## src/hw/rtl/rdc_pkg.sv

```systemverilog
// Shared types, constants and helpers for the radix digit converter.
`default_nettype none

package rdc_pkg;

    // Fixed field widths
    localparam int VALUE_W   = 32;
    localparam int CHAR_W    = 7;
    localparam int RADIX_W   = 5;
    localparam int DIGIT_W   = 4;
    localparam int APB_DW    = 32;
    localparam int APB_AW    = 3;

    // Default for the VALUE_BITS parameter of the top level
    localparam int VALUE_BITS_DEF = 32;

    // Dividend bits retired by the divider per cycle
    localparam int STEP_BITS = 8;

    // Register map: register index is paddr[2]
    localparam logic REG_IDX_RADIX = 1'b0;

    // Radix limits and reset value
    localparam logic [RADIX_W-1:0] RADIX_RESET = 5'd10;
    localparam logic [RADIX_W-1:0] RADIX_MIN   = 5'd2;
    localparam logic [RADIX_W-1:0] RADIX_MAX   = 5'd16;

    // ASCII code points and the decimal digit limit
    localparam logic [CHAR_W-1:0]  CHAR_ZERO     = 7'd48;
    localparam logic [CHAR_W-1:0]  CHAR_A        = 7'd65;
    localparam logic [DIGIT_W-1:0] DECIMAL_LIMIT = 4'd10;

    typedef enum logic [1:0] {
        ST_IDLE,
        ST_DIVIDE,
        ST_EMIT
    } rdc_state_t;

    // Sequencer to divider
    typedef struct packed {
        logic start;
    } div_ctrl_t;

    // Divider to sequencer
    typedef struct packed {
        logic busy;
        logic done;
    } div_stat_t;

    function automatic logic [CHAR_W-1:0] digit_to_ascii(input logic [DIGIT_W-1:0] d);
        logic [CHAR_W-1:0] c;
        if (d < DECIMAL_LIMIT)
        begin
            c = CHAR_ZERO + CHAR_W'(d);
        end
        else
        begin
            c = CHAR_A + CHAR_W'(d) - CHAR_W'(DECIMAL_LIMIT);
        end
        return c;
    endfunction

    function automatic logic [RADIX_W-1:0] clamp_radix(input logic [RADIX_W-1:0] r);
        logic [RADIX_W-1:0] b;
        if (r < RADIX_MIN)
        begin
            b = RADIX_MIN;
        end
        else if (r > RADIX_MAX)
        begin
            b = RADIX_MAX;
        end
        else
        begin
            b = r;
        end
        return b;
    endfunction

endpackage

`default_nettype wire

```

## src/hw/rtl/rdc_if.sv

```systemverilog
// Valid/ready stream interfaces for the value input and the digit output.
`default_nettype none

interface rdc_value_if;
    logic                        valid;
    logic                        ready;
    logic [rdc_pkg::VALUE_W-1:0] value;

    modport source (output valid, output value, input ready);
    modport sink   (input valid, input value, output ready);
endinterface

interface rdc_digit_if;
    logic                       valid;
    logic                       ready;
    logic [rdc_pkg::CHAR_W-1:0] digit_char;
    logic                       last_digit;

    modport source (output valid, output digit_char, output last_digit, input ready);
    modport sink   (input valid, input digit_char, input last_digit, output ready);
endinterface

`default_nettype wire

```

## src/hw/rtl/rdc_divider.sv

```systemverilog
// Iterative restoring divider: value by a small base, STEP_BITS bits per cycle.
`default_nettype none

module rdc_divider #(
    parameter int VALUE_BITS = rdc_pkg::VALUE_BITS_DEF
) (
    input  wire                                clk,
    input  wire                                rst_n,
    input  rdc_pkg::div_ctrl_t                 ctrl,
    input  wire        [VALUE_BITS-1:0]        dividend,
    input  wire        [rdc_pkg::RADIX_W-1:0]  base,
    output rdc_pkg::div_stat_t                 stat,
    output logic       [VALUE_BITS-1:0]        quotient,
    output logic       [rdc_pkg::DIGIT_W-1:0]  remainder
);

    localparam int SB    = rdc_pkg::STEP_BITS;
    localparam int STEPS = (VALUE_BITS + SB - 1) / SB;
    localparam int QW    = STEPS * SB;
    localparam int CNT_W = (STEPS > 1) ? $clog2(STEPS) : 1;
    localparam int DW    = rdc_pkg::DIGIT_W;

    logic [QW-1:0]    quo_reg,  quo_next;
    logic [DW-1:0]    rem_reg,  rem_next;
    logic [CNT_W-1:0] cnt_reg,  cnt_next;
    logic             busy_reg, busy_next;
    logic             done_reg, done_next;

    // q holds undivided dividend bits on top, quotient bits shifting in below
    logic [QW-1:0] q_step;
    logic [DW-1:0] r_step;

    always_comb
    begin
        logic [DW:0] t;
        q_step = quo_reg;
        r_step = rem_reg;
        for (int i = 0; i < SB; i++)
        begin
            t      = {r_step, q_step[QW-1]};
            q_step = {q_step[QW-2:0], 1'b0};
            if (t >= (DW+1)'(base))
            begin
                t         = t - (DW+1)'(base);
                q_step[0] = 1'b1;
            end
            r_step = t[DW-1:0];
        end
    end

    always_comb
    begin
        quo_next  = quo_reg;
        rem_next  = rem_reg;
        cnt_next  = cnt_reg;
        busy_next = busy_reg;
        done_next = 1'b0;
        if (ctrl.start)
        begin
            quo_next  = QW'(dividend);
            rem_next  = '0;
            cnt_next  = '0;
            busy_next = 1'b1;
        end
        else if (busy_reg)
        begin
            quo_next = q_step;
            rem_next = r_step;
            cnt_next = cnt_reg + 1'b1;
            if (cnt_reg == CNT_W'(STEPS - 1))
            begin
                busy_next = 1'b0;
                done_next = 1'b1;
            end
        end
    end

    always_ff @(posedge clk or negedge rst_n)
    begin
        if (!rst_n)
        begin
            cnt_reg  <= '0;
            busy_reg <= 1'b0;
            done_reg <= 1'b0;
        end
        else
        begin
            cnt_reg  <= cnt_next;
            busy_reg <= busy_next;
            done_reg <= done_next;
        end
    end

    always_ff @(posedge clk)
    begin
        quo_reg <= quo_next;
        rem_reg <= rem_next;
    end

    assign stat.busy = busy_reg;
    assign stat.done = done_reg;
    assign quotient  = quo_reg[VALUE_BITS-1:0];
    assign remainder = rem_reg;

endmodule

`default_nettype wire

```

## src/hw/rtl/radix_digit_converter_core.sv

```systemverilog
// Top level of the radix digit converter: sequencer, digit memory, APB register.
//
// Converts each accepted value (low VALUE_BITS bits) into ASCII digits in the
// base held in the radix register (APB byte address 0, 5 bits, reset 10; 0-1
// act as base 2 and 17-31 as base 16). Digits come out one per beat, most
// significant first, with last_digit set on the final one; zero gives a
// single '0'. One item at a time: the input is not ready from acceptance
// until the last digit has been read into the output register. Each digit
// costs one pass of the shared divider, which retires 8 dividend bits a
// cycle; digits are then read back from the digit memory one per cycle
// while the sink keeps up. The output register lets the next value be
// accepted while the final digit still waits. Write the radix only while idle.
`default_nettype none

module radix_digit_converter_core #(
    parameter int VALUE_BITS = rdc_pkg::VALUE_BITS_DEF
) (
    input  wire                               clk,
    input  wire                               rst_n,
    rdc_value_if.sink                         value_ch,
    rdc_digit_if.source                       digit_ch,
    input  wire                               psel,
    input  wire                               penable,
    input  wire                               pwrite,
    input  wire        [rdc_pkg::APB_AW-1:0]  paddr,
    input  wire        [rdc_pkg::APB_DW-1:0]  pwdata,
    output logic       [rdc_pkg::APB_DW-1:0]  prdata,
    output logic                              pready
);

    localparam int IDX_W = $clog2(VALUE_BITS);
    localparam int DW    = rdc_pkg::DIGIT_W;
    localparam int RW    = rdc_pkg::RADIX_W;

    // ---------------- config register ----------------
    logic [RW-1:0] radix_reg;

    always_ff @(posedge clk or negedge rst_n)
    begin
        if (!rst_n)
        begin
            radix_reg <= rdc_pkg::RADIX_RESET;
        end
        else if (psel && penable && pwrite && (paddr[2] == rdc_pkg::REG_IDX_RADIX))
        begin
            radix_reg <= pwdata[RW-1:0];
        end
    end

    assign pready = 1'b1;
    assign prdata = (paddr[2] == rdc_pkg::REG_IDX_RADIX) ? rdc_pkg::APB_DW'(radix_reg) : '0;

    // ---------------- sequencer state ----------------
    rdc_pkg::rdc_state_t state_reg, state_next;
    logic [RW-1:0]       base_reg,  base_next;     // clamped base for this item
    logic [IDX_W-1:0]    wr_ptr_reg, wr_ptr_next;  // next digit slot to fill
    logic [IDX_W-1:0]    rd_ptr_reg, rd_ptr_next;  // next digit slot to emit
    logic                out_valid_reg, out_valid_next;
    logic                last_reg;
    logic [DW-1:0]       rd_data_reg;

    // Captured input value, fed to the divider on its first pass
    logic [VALUE_BITS-1:0] value_reg;

    // ---------------- shared divider ----------------
    rdc_pkg::div_ctrl_t  div_ctrl;
    rdc_pkg::div_stat_t  div_stat;
    logic [VALUE_BITS-1:0] div_dividend;
    logic [VALUE_BITS-1:0] div_quotient;
    logic [DW-1:0]         div_remainder;

    rdc_divider #(
        .VALUE_BITS (VALUE_BITS)
    ) u_divider (
        .clk       (clk),
        .rst_n     (rst_n),
        .ctrl      (div_ctrl),
        .dividend  (div_dividend),
        .base      (base_reg),
        .stat      (div_stat),
        .quotient  (div_quotient),
        .remainder (div_remainder)
    );

    // Digit memory, least significant digit at slot 0
    logic [DW-1:0] digit_mem [VALUE_BITS];

    logic in_accept;
    logic mem_wr;
    logic mem_rd;

    assign in_accept = value_ch.valid && value_ch.ready;

    always_comb
    begin
        state_next     = state_reg;
        base_next      = base_reg;
        wr_ptr_next    = wr_ptr_reg;
        rd_ptr_next    = rd_ptr_reg;
        out_valid_next = out_valid_reg;
        div_ctrl.start = 1'b0;
        div_dividend   = VALUE_BITS'(value_ch.value);
        mem_wr         = 1'b0;
        mem_rd         = 1'b0;
        value_ch.ready = 1'b0;

        // Output register drains independently of the sequencer
        if (digit_ch.ready)
        begin
            out_valid_next = 1'b0;
        end

        case (state_reg)
            rdc_pkg::ST_IDLE:
            begin
                value_ch.ready = 1'b1;
                if (value_ch.valid)
                begin
                    // base is the clamped register; divider starts next cycle
                    base_next   = rdc_pkg::clamp_radix(radix_reg);
                    wr_ptr_next = '0;
                    state_next  = rdc_pkg::ST_DIVIDE;
                end
            end
            rdc_pkg::ST_DIVIDE:
            begin
                div_dividend = div_quotient;
                if (!div_stat.busy && !div_stat.done)
                begin
                    // First pass for a freshly accepted value
                    div_ctrl.start = 1'b1;
                    div_dividend   = value_reg;
                end
                else if (div_stat.done)
                begin
                    mem_wr = 1'b1;
                    if ((div_quotient == '0) || (wr_ptr_reg == IDX_W'(VALUE_BITS - 1)))
                    begin
                        rd_ptr_next = wr_ptr_reg;
                        state_next  = rdc_pkg::ST_EMIT;
                    end
                    else
                    begin
                        wr_ptr_next    = wr_ptr_reg + 1'b1;
                        div_ctrl.start = 1'b1;
                    end
                end
            end
            rdc_pkg::ST_EMIT:
            begin
                if (!out_valid_reg || digit_ch.ready)
                begin
                    mem_rd         = 1'b1;
                    out_valid_next = 1'b1;
                    if (rd_ptr_reg == '0)
                    begin
                        state_next = rdc_pkg::ST_IDLE;
                    end
                    else
                    begin
                        rd_ptr_next = rd_ptr_reg - 1'b1;
                    end
                end
            end
            default:
            begin
                state_next = rdc_pkg::ST_IDLE;
            end
        endcase
    end

    always_ff @(posedge clk)
    begin
        if (in_accept)
        begin
            value_reg <= VALUE_BITS'(value_ch.value);
        end
    end

    always_ff @(posedge clk or negedge rst_n)
    begin
        if (!rst_n)
        begin
            state_reg     <= rdc_pkg::ST_IDLE;
            wr_ptr_reg    <= '0;
            rd_ptr_reg    <= '0;
            out_valid_reg <= 1'b0;
        end
        else
        begin
            state_reg     <= state_next;
            wr_ptr_reg    <= wr_ptr_next;
            rd_ptr_reg    <= rd_ptr_next;
            out_valid_reg <= out_valid_next;
        end
    end

    always_ff @(posedge clk)
    begin
        base_reg <= base_next;
    end

    // Memory: one write port, one registered read port
    always_ff @(posedge clk)
    begin
        if (mem_wr)
        begin
            digit_mem[wr_ptr_reg] <= div_remainder;
        end
    end

    always_ff @(posedge clk)
    begin
        if (mem_rd)
        begin
            rd_data_reg <= digit_mem[rd_ptr_reg];
            last_reg    <= (rd_ptr_reg == '0);
        end
    end

    assign digit_ch.valid      = out_valid_reg;
    assign digit_ch.digit_char = rdc_pkg::digit_to_ascii(rd_data_reg);
    assign digit_ch.last_digit = last_reg;

endmodule

`default_nettype wire

```

## src/flat_wrapper.sv

```systemverilog
// flat-port wrapper written by rule: the top's interface ports become plain ports
module radix_digit_converter_core_flat 
#(
    parameter int VALUE_BITS = rdc_pkg::VALUE_BITS_DEF
)
  (clk, rst_n, psel, penable, pwrite, paddr, pwdata, prdata, pready, value_ch_valid, value_ch_value, value_ch_ready, digit_ch_valid, digit_ch_digit_char, digit_ch_last_digit, digit_ch_ready);
  rdc_value_if value_ch_i ();
  rdc_digit_if digit_ch_i ();
  input  wire clk;
  input  wire rst_n;
  input  wire psel;
  input  wire penable;
  input  wire pwrite;
  input  wire        [rdc_pkg::APB_AW-1:0] paddr;
  input  wire        [rdc_pkg::APB_DW-1:0] pwdata;
  output logic       [rdc_pkg::APB_DW-1:0] prdata;
  output logic pready;
  input wire logic [$bits(value_ch_i.valid)-1:0] value_ch_valid;
  input wire logic [$bits(value_ch_i.value)-1:0] value_ch_value;
  output wire logic [$bits(value_ch_i.ready)-1:0] value_ch_ready;
  output wire logic [$bits(digit_ch_i.valid)-1:0] digit_ch_valid;
  output wire logic [$bits(digit_ch_i.digit_char)-1:0] digit_ch_digit_char;
  output wire logic [$bits(digit_ch_i.last_digit)-1:0] digit_ch_last_digit;
  input wire logic [$bits(digit_ch_i.ready)-1:0] digit_ch_ready;
  assign value_ch_i.valid = value_ch_valid;
  assign value_ch_i.value = value_ch_value;
  assign value_ch_ready = value_ch_i.ready;
  assign digit_ch_valid = digit_ch_i.valid;
  assign digit_ch_digit_char = digit_ch_i.digit_char;
  assign digit_ch_last_digit = digit_ch_i.last_digit;
  assign digit_ch_i.ready = digit_ch_ready;
  radix_digit_converter_core #(.VALUE_BITS(VALUE_BITS)) u_core (.clk(clk), .rst_n(rst_n), .value_ch(value_ch_i), .digit_ch(digit_ch_i), .psel(psel), .penable(penable), .pwrite(pwrite), .paddr(paddr), .pwdata(pwdata), .prdata(prdata), .pready(pready));
endmodule
```

## config.mk

```make
export PLATFORM = sky130hd
export DESIGN_NAME = radix_digit_converter_core_flat
export DESIGN_NICKNAME = d
export VERILOG_FILES = /design/src/hw/rtl/rdc_pkg.sv /design/src/hw/rtl/rdc_if.sv /design/src/hw/rtl/rdc_divider.sv /design/src/hw/rtl/radix_digit_converter_core.sv /design/src/flat_wrapper.sv
export SDC_FILE = /design/constraint.sdc
export NUM_CORES = 1
export LEC_CHECK = 0
export ABC_AREA = 1
export BUFFER_PORTS_ARGS = -buffer_cell sky130_fd_sc_hd__buf_4
export CAP_MARGIN = 20
export CORE_ASPECT_RATIO = 0.8
export CORE_MARGIN = 3
export CORE_UTILIZATION = 25
export DETAILED_ROUTE_END_ITERATION = 8
export GPL_TIMING_DRIVEN = 1
export MAX_ROUTING_LAYER = met4
export PLACE_DENSITY_LB_ADDON = 0.12
export SLEW_MARGIN = 15
export SYNTH_ARGS = -nofsm -noshare
export SYNTH_HDL_FRONTEND = slang
export SYNTH_SLANG_ARGS = --single-unit
```

## constraint.sdc

```tcl
create_clock -name clk -period 9.8 [get_ports clk]
set_clock_uncertainty 0.15 [all_clocks]
set_input_delay 0.98 -clock clk [delete_from_list [all_inputs] [get_ports clk]]
set_output_delay 0.98 -clock clk [all_outputs]
set_load 0.03 [all_outputs]
```

# [Word level (Yosys, flattened, before mapping)]
# Memories as Yosys holds them, arrays and structs flattened. A register that Yosys moved wholly into a read port is not among the register bits.
# Cells that the tools add are included.
[op_classes] n_addsub=14 n_mul=0 n_div=0 order_cmp=11 n_eq_ne=13 n_shift=0 n_mux=64 bitwise_logic=1 reduce_logical=22
[op_table] operator="$mux W32" n=4
[op_table] operator="$mux W5" n=11
[op_table] operator="$ge A5 B5 Y1" n=8
[op_table] operator="$logic_not A32 Y1" n=1
[op_table] operator="$mux W4" n=8
[op_table] operator="$sub A4 B4 Y4" n=8
[op_table] operator="$mux W1" n=29
[op_table] operator="$pmux W5 S2" n=2
[op_table] operator="$mux W2" n=8
[op_table] operator="$reduce_and A6 Y1" n=2
[op_table] operator="$ne A2 B2 Y1 const B" n=5
[op_table] operator="$add A6 B4 Y7 const A" n=1
[op_table] operator="$add A7 B4 Y7 const A" n=1
[op_table] operator="$mux W7" n=1
[op_table] operator="$sub A7 B4 Y7 const B" n=1
[op_table] operator="$ne A2 B1 Y1 const B" n=3
[op_table] operator="$pmux W2 S3" n=1
[op_table] operator="$reduce_bool A2 Y1" n=3
[op_table] operator="$add A5 B1 Y5 const B" n=1
[op_table] operator="$eq A5 B5 Y1 const B" n=1
[op_table] operator="$gt A5 B5 Y1 const B" n=1
[op_table] operator="$logic_and A1 B1 Y1" n=5
[op_table] operator="$logic_not A5 Y1" n=1
[op_table] operator="$lt A5 B2 Y1 const B" n=1
[op_table] operator="13 further kinds" n=18
[totals] regBits=96 latch_bits=0 ramBits=128 rom_bits=0 input_bits=74 output_inout_bits=43 memories=1
[mem_list] memory="u_core.digit_mem" words=32 width=4 read_ports=1 rd_clocked_by_memory_dff=1 write_ports=1 line_no="radix_digit_converter_core.sv:86" rtl="logic [DW-1:0] digit_mem [VALUE_BITS];"

# [Logic depth before layout (Yosys ltp)]
# Gate-level depths: netlist of run 1.
[logic_depth] depth_word=18 ltp_mapped=68 depth_no_buf=68

# [Cells and area by module]
# From an unflattened synthesis of run 1, not the netlist that was laid out.
[hier_totals] hier_cells=1340 hier_area_um2=12370.6
[modules_own_cells] mod="radix_digit_converter_core" instances=1 cells_per_inst=873 area_per_inst_um2=8818.5
[modules_own_cells] mod="rdc_divider" instances=1 cells_per_inst=467 area_per_inst_um2=3552.2

# [Worst setup path before layout of run 1]
# Ideal clock, no wire load.
[synth_timing] path_type="register to register" start="register u_core.base_reg[1]" end="register u_core.u_divider.rem_reg[2], in the netlist u_core.u_divider.remainder[2]" arrival_time_ns=9.013 required_ns=9.535 slack_ns=0.522 path_stages_with_launch=65 n_path_buf=0 path_cell_list="edfxtp_1 > inv_1 > ha_1 > nand2_1 > inv_1 > nand4_1 > nand3_1 > inv_1 > o21ai_0 > ha_1 > nand2_1 > inv_1 > a21oi_1 > nand3_1 > inv_1 > or2_2 > nand2_1 > ha_1 > [... 29 more ...] > nand3_1 > and2_1 > ha_1 > a21o_1 > a21boi_0 > nand3_1 > inv_1 > or2_2 > nand2_1 > ha_1 > nand2_1 > o21a_1 > nand3_1 > clkinv_1 > nor2_1 > nor2_1 > nand2_1 > nand2_1"
[synth_via] elab_chain_len=16
[synth_lines] item="start, declared" line_no="radix_digit_converter_core.sv:55" rtl="logic [RW-1:0] base_reg, base_next;"
[synth_lines] item="start signal, assigned" line_no="radix_digit_converter_core.sv:200" rtl="base_reg <= base_next;"
[synth_lines] item="$sub A4 B4 Y4 / $ge A5 B5 Y1 (equally long branches)" line_no="rdc_divider.sv:44, rdc_divider.sv:42"
[synth_lines] item="$mux W4" line_no="rdc_divider.sv:42" rtl="if (t >= (DW+1)'(base))"
[synth_lines] item="$sub A4 B4 Y4 / $ge A5 B5 Y1 (equally long branches)" line_no="rdc_divider.sv:44, rdc_divider.sv:42"
[synth_lines] item="$mux W4" line_no="rdc_divider.sv:42"
[synth_lines] item="$sub A4 B4 Y4 / $ge A5 B5 Y1 (equally long branches)" line_no="rdc_divider.sv:44, rdc_divider.sv:42"
[synth_lines] item="$mux W4" line_no="rdc_divider.sv:42"
[synth_lines] item="$ge A5 B5 Y1 / $sub A4 B4 Y4 (equally long branches)" line_no="rdc_divider.sv:42, rdc_divider.sv:44"
[synth_lines] item="$mux W4" line_no="rdc_divider.sv:42"
[synth_lines] item="$sub A4 B4 Y4 / $ge A5 B5 Y1 (equally long branches)" line_no="rdc_divider.sv:44, rdc_divider.sv:42"
[synth_lines] item="$mux W4" line_no="rdc_divider.sv:42"
[synth_lines] item="$sub A4 B4 Y4 / $ge A5 B5 Y1 (equally long branches)" line_no="rdc_divider.sv:44, rdc_divider.sv:42"
[synth_lines] item="$mux W4" line_no="rdc_divider.sv:42"
[synth_lines] item="$ge A5 B5 Y1 / $sub A4 B4 Y4 (equally long branches)" line_no="rdc_divider.sv:42, rdc_divider.sv:44"
[synth_lines] item="$mux W4" line_no="rdc_divider.sv:42"
[synth_lines] item="$sub A4 B4 Y4 / $ge A5 B5 Y1 (equally long branches)" line_no="rdc_divider.sv:44, rdc_divider.sv:42"
[synth_lines] item="$mux W4 *" line_no="rdc_divider.sv:42"
[synth_lines] item="end signal, assigned" line_no="rdc_divider.sv:97" rtl="rem_reg <= rem_next;"
[synth_lines] item="end, declared" line_no="rdc_divider.sv:24" rtl="logic [DW-1:0] rem_reg, rem_next;"
# Mark *: on every way between the ends. The rest lies on a longest branch, timed or not.
# A chain may end at the register's enable or synchronous reset.

# [Final worst setup path of run 1]
[layout_timing] start="register u_core.base_reg[2]" end="register u_core.u_divider.rem_reg[0], in the netlist u_core.u_divider.remainder[0]"
[layout_via] elab_chain_len=16
[layout_lines] item="$sub A4 B4 Y4 / $ge A5 B5 Y1 (equally long branches)" line_no="rdc_divider.sv:44, rdc_divider.sv:42"
[layout_lines] item="$mux W4" line_no="rdc_divider.sv:42"
[layout_lines] item="$sub A4 B4 Y4 / $ge A5 B5 Y1 (equally long branches)" line_no="rdc_divider.sv:44, rdc_divider.sv:42"
[layout_lines] item="$mux W4" line_no="rdc_divider.sv:42"
[layout_lines] item="$ge A5 B5 Y1 / $sub A4 B4 Y4 (equally long branches)" line_no="rdc_divider.sv:42, rdc_divider.sv:44"
[layout_lines] item="$mux W4" line_no="rdc_divider.sv:42"
[layout_lines] item="$sub A4 B4 Y4 / $ge A5 B5 Y1 (equally long branches)" line_no="rdc_divider.sv:44, rdc_divider.sv:42"
[layout_lines] item="$mux W4" line_no="rdc_divider.sv:42"
[layout_lines] item="$sub A4 B4 Y4 / $ge A5 B5 Y1 (equally long branches)" line_no="rdc_divider.sv:44, rdc_divider.sv:42"
[layout_lines] item="$mux W4" line_no="rdc_divider.sv:42"
[layout_lines] item="$sub A4 B4 Y4 / $ge A5 B5 Y1 (equally long branches)" line_no="rdc_divider.sv:44, rdc_divider.sv:42"
[layout_lines] item="$mux W4" line_no="rdc_divider.sv:42"
[layout_lines] item="$ge A5 B5 Y1 / $sub A4 B4 Y4 (equally long branches)" line_no="rdc_divider.sv:42, rdc_divider.sv:44"
[layout_lines] item="$mux W4" line_no="rdc_divider.sv:42"
[layout_lines] item="$ge A5 B5 Y1 *" line_no="rdc_divider.sv:42"
[layout_lines] item="$mux W4 *" line_no="rdc_divider.sv:42"
# Marked as above.

==> summary.md, run 1 <==
| Metric | Value |
|---|---|
| Post-Route WL | ~33000 um |
| Adder-Cell Fraction of Synth Area | between 6 and 7% |
| Ports | ~120 |
| CP arrival | between 9 and 10 ns |
| Synth Area in Compound Gates | a little under 8% |
| WS Path Type | reg2reg |
| Largest register FFs | 128 |
| Max-cap violations | 0 |
| CTS tree | yes |
| WP data required | a little over 10 ns |
| Root Driver | clkbuf_16 |
| Synth warn | 0 |
| Ant diodes | 0 |
| Post-synthesis async set-or-reset flop share | 9.649% |
| Final hold slack | slightly below 0.2 ns |
| Critical path's slowest cell | edfxtp_1 |
| Most frequent cells after synthesis | 333 x nand2_1, 202 x edfxtp_1, 172 x nor2_1, 102 x inv_1, 99 x o21ai_0 |
| Status | finished clean |
| Nets | between 1500 and 2000 |
| Worst hold path class | in2async |
| Total global-route track usage | 12.97% |
| Final Wtd Congestion | between 0.7 and 0.8 |
| Full die area | about 50000 um^2 |
| Initial antenna violation count | 0 |
| Yosys reg bits | 228 |
| Final Hold Violating Endpoints | 0 |
| Area Growth Syn to Fin | 24.36% |
| Seq/Total Area, Yosys | between 50% and 60% |
| Buf/Inv on CP | 19 |
| Routed vias | slightly below 9000 |
| Main combinational cell family by area after synthesis | simple AND/OR/NAND/NOR gates |
| GRT Residual Overflow | 0 |
| Layout cell share with drive strength beyond 1 | ~19% |
| Slew HR | approximately 38% |
| Top-count cell post-synth | nand2_1 |
| CP peak stage delay | roughly 0.38 ns |
| Pre-antenna DRT Iters | 5 |
| DIE HEIGHT | between 200 and 250 um |
| H-tree Lvls | 1 |
| Die width | about 250 um |
| Xor and xnor area share after synthesis | between 1 and 1.5% |
| Row cnt | 70 |
| IO buf count | 59 |
| First-pass GRT wire length | roughly 50000 um |
| Clock latency on the worst-skew pair | 0.55 ns |
| Startpoint Class | flop |
| Synth Cell Area | 11840 um^2 |
| Clock transition at path regs | 0.06 ns |
| Syn Area/Cell | around 9.4 um^2 |
| Starting Density | 25.60% |
| Tightest Pin Transition | about 0.93 ns |
| Fraction of synthesized area in multiplexers | 0% |
| Post-DP HPWL | between 20000 and 25000 um |
| Top cell type's share of synthesized area | 51.24% |
| Largest net degree at the start of global routing | 66 |
| Period Utilization, post-route | between 90% and 100% |
| CP Max Fanout | 7 |
| Most used flip-flop cell after synthesis | edfxtp_1 |
| Max Slew Vio Count | 0 |
| Synth Area in Simple Gates | just over 20% |
| EDFF count, synth | ~200 |
| Most common cell on crit path | nand2_1 |
| Endpoints failing setup | 0 |
| Core area | roughly 46000 um^2 |
| CTS Sinks | between 200 and 250 |
| Synth cell types | 45 |
| # hold bufs at CTS | 0 |
| Vias in the first global route | between 8000 and 9000 |
| DRC | 0 |
| Crit-path leading delay family | simple AND/OR/NAND/NOR gates |
| Starting DRT DRC Count | approximately 520 |
| Gate Count Post-Synth | 1254 |
| CTS Buf Count | 28 |
| Post-layout min period | between 9 and 10 ns |
| Via/cell ratio | between 4 and 5 |
| Max frequency | between 0.1 and 0.15 GHz |
| Max clock buf depth | 3 |
| Drt wl/cell | between 15 and 20 um |
| Area contributors post-synth | edfxtp_1 51%, nand2_1 11%, nor2_1 5.5% |
| DRT antenna net count | 0 |
| Worst setup EP type | flop |
| Area leader, netlist | edfxtp_1 |
layer usage:
layer | track usage [%] | vias to the layer above | share of wire (%)
li1 | - | 4429 | -
met1 | 19.54 | 4220 | 52
met2 | 18.73 | 165 | 43
met3 | 1.645 | 38 | 3.6
met4 | 2.341 | 0 | 1.6
met5 | - | - | 0
through the flow:
step / setup slack [ns] / util (%) / setup TNS [ns] / cell area [um^2] / std cells
finish: 0.7417 / 31.83 / 0 / 14720 / 2014
global route: -0.1132 / 31.83 / -0.2693 / 14720 / 2014
CTS: 0.004031 / 30.95 / 0 / 14310 / 2009
detailed placement: -0.1189 / 28.79 / -0.4861 / 13320 / 1959
global placement: -0.1514 / 28.79 / -0.6594 / 13320 / 1959
floorplan: 0.5218 / - / 0 / 11940 / 1280
layout make-up:
type | instances | area (um^2)
inverter | 108 | 410.4
clock inverter | 18 | 250.2
fill | 4880 | 31520
clock buffer | 32 | 737.0
tap | 612 | 765.7
multi-input combinational | 876 | 4803
timing repair buffer | 140 | 1055
sequential | 228 | 6700
final timing paths:
kind	from	cells past startpoint	end	slack [ns]
worst min register to register	u_core.radix_reg[4]$_DFFE_PN0P_	0	u_core.base_reg[4]$_SDFFCE_PP0P_	0.34
min in group clk	u_core.radix_reg[4]$_DFFE_PN0P_	0	u_core.base_reg[4]$_SDFFCE_PP0P_	0.34
worst max register to register	u_core.base_reg[2]$_SDFFCE_PP0P_	70	u_core.u_divider.remainder[0]$_SDFFE_PP0P_	0.74
worst min-delay path	rst_n	1	u_core.radix_reg[2]$_DFFE_PN0P_	0.20
max in group asynchronous	rst_n	1	u_core.rd_ptr_reg[0]$_DFFE_PN0P_	9.00
worst max-delay path	u_core.base_reg[2]$_SDFFCE_PP0P_	70	u_core.u_divider.remainder[0]$_SDFFE_PP0P_	0.74
cells in the final DEF (no fill, tap or decap), types with 4 or more instances in the layout:
master and n:
clkbuf_16 29, or2_2 4, buf_4 139, nand2_2 15, dfxtp_1 4, inv_1 92, nor2_1 171, a21oi_1 17
o211ai_1 8, bufinv_16 6, o21ai_1 4, edfxtp_1 202, conb_1 28, nand4_1 20, nand3_2 13, fa_1 7
o22ai_1 20, nand3_1 43, clkinv_1 6, ha_4 15, a21oi_2 4, xnor2_1 6, xor2_1 11, nand2_1 318
a31oi_1 5, dfrtp_1 19, ha_1 34, inv_2 12, o21ai_0 96
cells by family (layout without fill, tap and decap cells):
group | Yosys count | count (layout)
buffers and inverters | 176 | 298
DFF | 228 | 228
xor gates and xnor gates | 19 | 19
other | 2 | 28
and+or+nand+nor | 603 | 603
AOI/OAI and AO/OA | 169 | 169
adders and majority gates | 57 | 57
timing repair:
action,4_1_cts,5_1_grt
gates cloned,0,0
resized for setup,4,74
pin swaps,0,19
setup buffers,0,5
endpoints found under the setup margin,5,6
Power of run 1 is not shown: default switching activity piles up to over one toggle a cycle in this logic, so the estimate is an artifact.
==> inputs of run 2 (changes only) <==
Settings changed: CTS_CLUSTER_SIZE set to 25, PLACE_DENSITY_LB_ADDON 0.12 to 0.05, RECOVER_POWER set to 100.
==> run 2 against run 1 <==
The run now ends with capacitance limit, slew limit left. Highest routed layer unchanged. Wire length is 6.7% higher. Global-route usage is 1.0 points higher. First-iteration DRC count is 29% lower. Register-to-register slack hardly changed. Hold slack better by 0.14 ns. Utilization is 0.24 points higher.
==> summary.md, run 2 (same netlist as run 1, synthesis figures left out) <==
| Metric | Value |
|---|---|
| Final hold slack | 0.3351 ns (+0.1399 ns) |
| Routed vias | 8876 (+0.27%) |
| Failing checks | capacitance limit, slew limit |
| DRT antenna net count | 0 (unchanged) |
| Via/cell ratio | 4.305 (-2.1%) |
| Final Hold Violating Endpoints | 0 (unchanged) |
| Pre-antenna DRT Iters | 5 (unchanged) |
| CTS Buf Count | 27 (-3.6%) |
| Post-layout min period | 9.044 ns (-0.01385 ns) |
| Worst Hold Path EP | u_core.u_divider.cnt_reg[1]$_DFFE_PN0P_ |
| Nets | 1560 (+3.1%) |
| H-tree Lvls | 1 (unchanged) |
| Core area | 46240 um^2 (unchanged) |
| Clock transition at path regs | 0.06 ns (about the same) |
| Layout cell share with drive strength beyond 1 | 19.31% (about the same) |
| Status | finished with violations |
| Starting DRT DRC Count | 370 (-29%) |
| CTS tree | yes |
| Full die area | 50010 um^2 (unchanged) |
| Reg2reg start | u_core.base_reg[2]$_SDFFCE_PP0P_ |
| Max-cap violations | 5 (+5) |
| Initial antenna violation count | 0 (unchanged) |
| Vias in the first global route | 8798 (+2.1%) |
| Worst hold path class | reg2reg |
| GRT Residual Overflow | 0 (unchanged) |
| Total Neg Setup Slack | 0 ns (unchanged) |
| Total global-route track usage | 13.99% (+1.0 points) |
| CTS Sinks | 228 (unchanged) |
| WS Path Type | reg2reg |
| Root Driver | clkbuf_16 |
| Startpoint Class | flop |
| Area Growth Syn to Fin | 25.30% |
| Largest register FFs | 128 (unchanged) |
| Most frequent cells in the layout | 317 x nand2_1, 202 x edfxtp_1, 171 x nor2_1, 130 x buf_4, 97 x o21ai_0 |
| FF/Latch Area | 6700 um^2 (unchanged) |
| Post-Route WL | 34860 um (+6.7%) |
| Placed cell area | 13650 um^2 (+2.5%) |
| Most common cell on crit path | nand2_1 |
| CP peak stage delay | 0.38 ns (about the same) |
| Clock latency on the worst-skew pair | 0.55 ns (about the same) |
| Fillcell total | 4880 (unchanged) |
| Reg2Reg Setup Slack | 0.76 ns (about the same) |
| Final Cell Area | 14830 um^2 (+0.76%) |
| Worst setup EP type | flop |
| Max frequency | 0.1106 GHz (+0.15%) |
| Slew HR | -42.21% (-80 points) |
| Max Slew Vio Count | 176 (+176) |
| Drt wl/cell | 16.90 um (+4.2%) |
| R2R cell count | 65 (-7.1%) |
| # hold bufs at CTS | 0 (unchanged) |
| Multi-input logic area | 4790 um^2 (-0.29%) |
| Largest net degree at the start of global routing | 52 (-21%) |
| R2r endpoint | u_core.u_divider.quotient[0]$_DFFE_PP_ |
| Starting Density | 25.60% (unchanged) |
| CP arrival | 9.16 ns (-0.17 ns) |
| Endpoints failing setup | 0 (unchanged) |
| Ports | 117 (unchanged) |
| Pre-CTS WS | -0.3515 ns (-0.2326 ns) |
| Hold path cells | 2 |
| Most common cell after layout, fill and taps aside | nand2_1 |
| Ant diodes | 0 (unchanged) |
| First-pass GRT wire length | 53130 um (+5.9%) |
| Die width | 249.3 um (unchanged) |
| Critical path's slowest cell | edfxtp_1 |
| Row cnt | 70 (unchanged) |
| Post-route worst setup slack | 0.7555 ns (+0.01385 ns) |
| DRC | 0 (unchanged) |
| CP Max Fanout | 5 (-2) |
| Period Utilization, post-route | 92.29% (-0.14 points) |
| DIE HEIGHT | 200.6 um (unchanged) |
| Tightest Pin Transition | 2.133 ns (+1.200 ns) |
| Final Wtd Congestion | 0.7548 (-1.9%) |
| IO buf count | 59 (unchanged) |
| Hold Startpoint | u_core.u_divider.cnt_reg[1]$_DFFE_PN0P_ |
| Max clock buf depth | 3 (unchanged) |
| WP data required | 9.91 ns (-0.17 ns) |
| Post-DP HPWL | 23730 um (+5.9%) |
## run 2: critical path: cells and delay by family, from the launching register on
family | cells | cell delay, ns
AOI/OAI and AO/OA | 6 | 0.97
adders and majority gates | 8 | 1.94
buffers and inverters | 14 | 1.26
DFF | 1 | 0.38
and+or+nand+nor | 37 | 4.07
## run 2: worst max path at each step
stage | from | slack [ns] | endpoint
5_1_grt | u_core.base_reg[2]$_SDFFCE_PP0P_ | -0.1 | u_core.u_divider.remainder[2]$_SDFFE_PP0P_
6_report | u_core.base_reg[2]$_SDFFCE_PP0P_ | 0.76 | u_core.u_divider.quotient[0]$_DFFE_PP_
3_5_place_dp | u_core.base_reg[2]$_SDFFCE_PP0P_ | -0.35 | u_core.u_divider.remainder[2]$_SDFFE_PP0P_
2_1_floorplan | u_core.base_reg[1]$_SDFFCE_PP1P_ | 0.52 | u_core.u_divider.remainder[2]$_SDFFE_PP0P_
4_1_cts | u_core.base_reg[2]$_SDFFCE_PP0P_ | 0.05 | u_core.u_divider.quotient[0]$_DFFE_PP_
3_3_place_gp | u_core.base_reg[2]$_SDFFCE_PP0P_ | -0.39 | u_core.u_divider.remainder[2]$_SDFFE_PP0P_
## run 2: metal layers
| metal | up-vias | routed length (um) | global-route usage (%) |
|---|---|---|---|
| met1 | 4181 | 17730 | 20.21 |
| met3 | 42 | 1110 | 1.891 |
| met2 | 127 | 15470 | 21.15 |
| met4 | 0 | 550 | 2.506 |
| li1 | 4526 | - | - |
| met5 | - | 0 | - |
## run 2: area by class of cell
cell class              count  area share, %
inverters                 108          2.784
clock inverters            20          1.282
well taps                 612          5.162
flip-flops and latches    228          45.17
repair inverters            1        0.05061
multi-input cells         876          32.29
clock buffers              30          4.631
repair buffers            187          8.629
## run 2: per-stage QoR
step	utilization, %	instances
finish	32.08	2062
global route	32.08	2062
detailed placement	29.51	2003
floorplan	-	1280
global placement	29.51	2003
CTS	31.43	2053
## run 2: timing repair
action                                  4_1_cts  5_1_grt
gates cloned                                  0        1
setup buffers                                 0        8
gates resized for setup                       9       80
endpoints found under the setup margin        5        5
pin swaps                                     0       28
Power of run 2 is left out for the same reason.
==> inputs of run 3 (changes only) <==
Settings changed: MAX_ROUTING_LAYER met4 to not set, RECOVER_POWER 100 to 25.
Clock period 9.8 ns to 10.5 ns, I/O delays scaled along.
==> run 3 against run 2 <==
The flow now finishes without violations. Hold slack worse by 0.0057 ns. Sequential cell count stayed put. Final cell count is 4.5% lower.
==> summary.md, run 3 (same netlist as run 1, synthesis figures left out) <==
| Metric | Value |
|---|---|
| Status | finished clean |
| Clock latency on the worst-skew pair | 0.54 ns (about the same) |
| Post-Route WL | 33720 um (-3.3%) |
| Slew HR | 1.763% (+44 points) |
| Vias in the first global route | 8479 (-3.6%) |
| Nets | 1467 (-6.0%) |
| CTS Sinks | 228 (unchanged) |
| DRC | 0 (unchanged) |
| Row cnt | 70 (unchanged) |
| H-tree Lvls | 1 (unchanged) |
| Layout cell share with drive strength beyond 1 | 12.76% (-6.6 points) |
| Initial antenna violation count | 0 (unchanged) |
| Worst hold path class | reg2reg |
| Full die area | 50010 um^2 (unchanged) |
| CP peak stage delay | 0.42 ns (+0.04 ns) |
| CTS Buf Count | 26 (-3.7%) |
| Most common cell after layout, fill and taps aside | nand2_1 |
| Tightest Pin Transition | 1.474 ns (-0.6597 ns) |
| CP Max Fanout | 7 (+2) |
| Worst setup EP type | flop |
| Starting DRT DRC Count | 415 (+12%) |
| Final cell utilization of the core | 30.20% (-1.9 points) |
| Final Wtd Congestion | 0.7529 (-0.25%) |
| Startpoint Class | flop |
| Post-DP HPWL | 22950 um (-3.3%) |
| IO buf count | 59 (unchanged) |
| Core area | 46240 um^2 (unchanged) |
| Fillcell total | 4940 (+1.2%) |
| Period Utilization, post-route | 91.21% (-1.1 points) |
| First-pass GRT wire length | 51860 um (-2.4%) |
| Max-cap violations | 0 (-5) |
| Max Slew Vio Count | 0 (-100%) |
| CTS tree | yes |
| Max clock buf depth | 3 (unchanged) |
| Largest register FFs | 128 (unchanged) |
| Routed vias | 8563 (-3.5%) |
| Clock transition at path regs | 0.06 ns (about the same) |
| WP data required | 10.79 ns (+0.88 ns) |
| Ports | 117 (unchanged) |
| Total global-route track usage | 13.18% (-0.81 points) |
| # hold bufs at CTS | 0 (unchanged) |
| Placed cell area | 12960 um^2 (-5.0%) |
| Final Hold Violating Endpoints | 0 (unchanged) |
| Multi-input logic area | 4534 um^2 (-5.3%) |
| CP arrival | 9.87 ns (+0.71 ns) |
| Final Cell Area | 13970 um^2 (-5.8%) |
| Die width | 249.3 um (unchanged) |
| Root Driver | clkbuf_16 |
| Critical path's slowest cell | edfxtp_1 |
| Via/cell ratio | 4.349 (+1.0%) |
| Largest net degree at the start of global routing | 54 (+3.8%) |
| Starting Density | 25.60% (unchanged) |
| FF/Latch Area | 6701 um^2 (about the same) |
| Most common cell on crit path | nand2_1 |
| Post-layout min period | 9.577 ns (+0.5329 ns) |
| Area Growth Syn to Fin | 17.98% |
| GRT Residual Overflow | 0 (unchanged) |
| Post-route worst setup slack | 0.9226 ns (+0.1671 ns) |
| Endpoints failing setup | 0 (unchanged) |
| Pre-antenna DRT Iters | 5 (unchanged) |
| WS Path Type | reg2reg |
| DIE HEIGHT | 200.6 um (unchanged) |
| Most frequent cells in the layout | 333 x nand2_1, 202 x edfxtp_1, 171 x nor2_1, 96 x o21ai_0, 93 x inv_1 |
| Drt wl/cell | 17.12 um (+1.3%) |
| DRT antenna net count | 0 (unchanged) |
| Max frequency | 0.1044 GHz (-5.6%) |
| Pre-CTS WS | 0.1097 ns (+0.4612 ns) |
==> run 3: changes by cell type in the layout (fill, tap and decap cells not counted), sizes merged <==
cell      change
diode         +1
bufinv        +1
clkinv        +3
clkbuf       -24
inv           -3
buf          -72
clkinvlp      +1
==> run 3: metrics by stage <==
step / TNS (ns) / hold WS, ns / cells
after floorplan: 0 / 0.2959 / 1280
after global placement: 0 / 0.3135 / 1912
after detailed placement: 0 / 0.3215 / 1912
after CTS: 0 / 0.2472 / 1960
after global routing: -0.08794 / 0.3615 / 1968
final: 0 / 0.3294 / 1969
==> run 3: timing repair <==
action	4_1_cts	5_1_grt
setup buffers	0	7
gates resized for setup	0	33
setup endpoints to repair	0	5
==> run 3: critical path: cells and delay by family (launching register included) <==
kind,cells,cell delay [ns]
flip-flops,1,0.42
AND/OR/NAND/NOR,39,4.25
buffers and inverters,17,1.79
AO/OA/AOI/OAI,1,0.11
adder cells (fa/ha/maj),9,2.53
XOR/XNOR,1,0.25
==> run 3: cell type report <==
| type | count | share of cell area (%) |
|---|---|---|
| Sequential cell | 228 | 47.98 |
| Multi-Input combinational cell | 876 | 32.47 |
| Tap cell | 612 | 5.483 |
| Timing Repair Buffer | 95 | 4.784 |
| Clock buffer | 26 | 4.659 |
| Inverter | 108 | 2.948 |
| Clock inverter | 22 | 1.622 |
| Timing Repair inverter | 1 | 0.03584 |
| Antenna cell | 1 | 0.01792 |
==> run 3: path summary, 6_finish.rpt <==
kind	slack (ns)	from	endpoint	cells past startpoint
max	0.92	u_core.u_divider.quotient[31]$_DFFE_PP_	u_core.u_divider.remainder[1]$_SDFFE_PP0P_	67
min	0.33	u_core.u_divider.cnt_reg[1]$_DFFE_PN0P_	u_core.u_divider.cnt_reg[1]$_DFFE_PN0P_	2
max reg2reg	0.92	u_core.u_divider.quotient[31]$_DFFE_PP_	u_core.u_divider.remainder[1]$_SDFFE_PP0P_	67
min reg2reg	0.33	u_core.u_divider.cnt_reg[1]$_DFFE_PN0P_	u_core.u_divider.cnt_reg[1]$_DFFE_PN0P_	2
max in group asynchronous	8.52	rst_n	u_core.rd_ptr_reg[0]$_DFFE_PN0P_	1
min in group asynchronous	0.69	rst_n	u_core.radix_reg[0]$_DFFE_PN0P_	1
==> run 3: per-layer routing <==
| metal | wire length, um | GRT usage, % | up-vias |
|---|---|---|---|
| met5 | 0 | 0 | - |
| met4 | 569 | 2.423 | 0 |
| met3 | 1076 | 1.969 | 40 |
| met2 | 14890 | 20.30 | 124 |
| met1 | 17180 | 19.74 | 4065 |
| li1 | - | - | 4334 |
Power of run 3 is left out for the same reason.
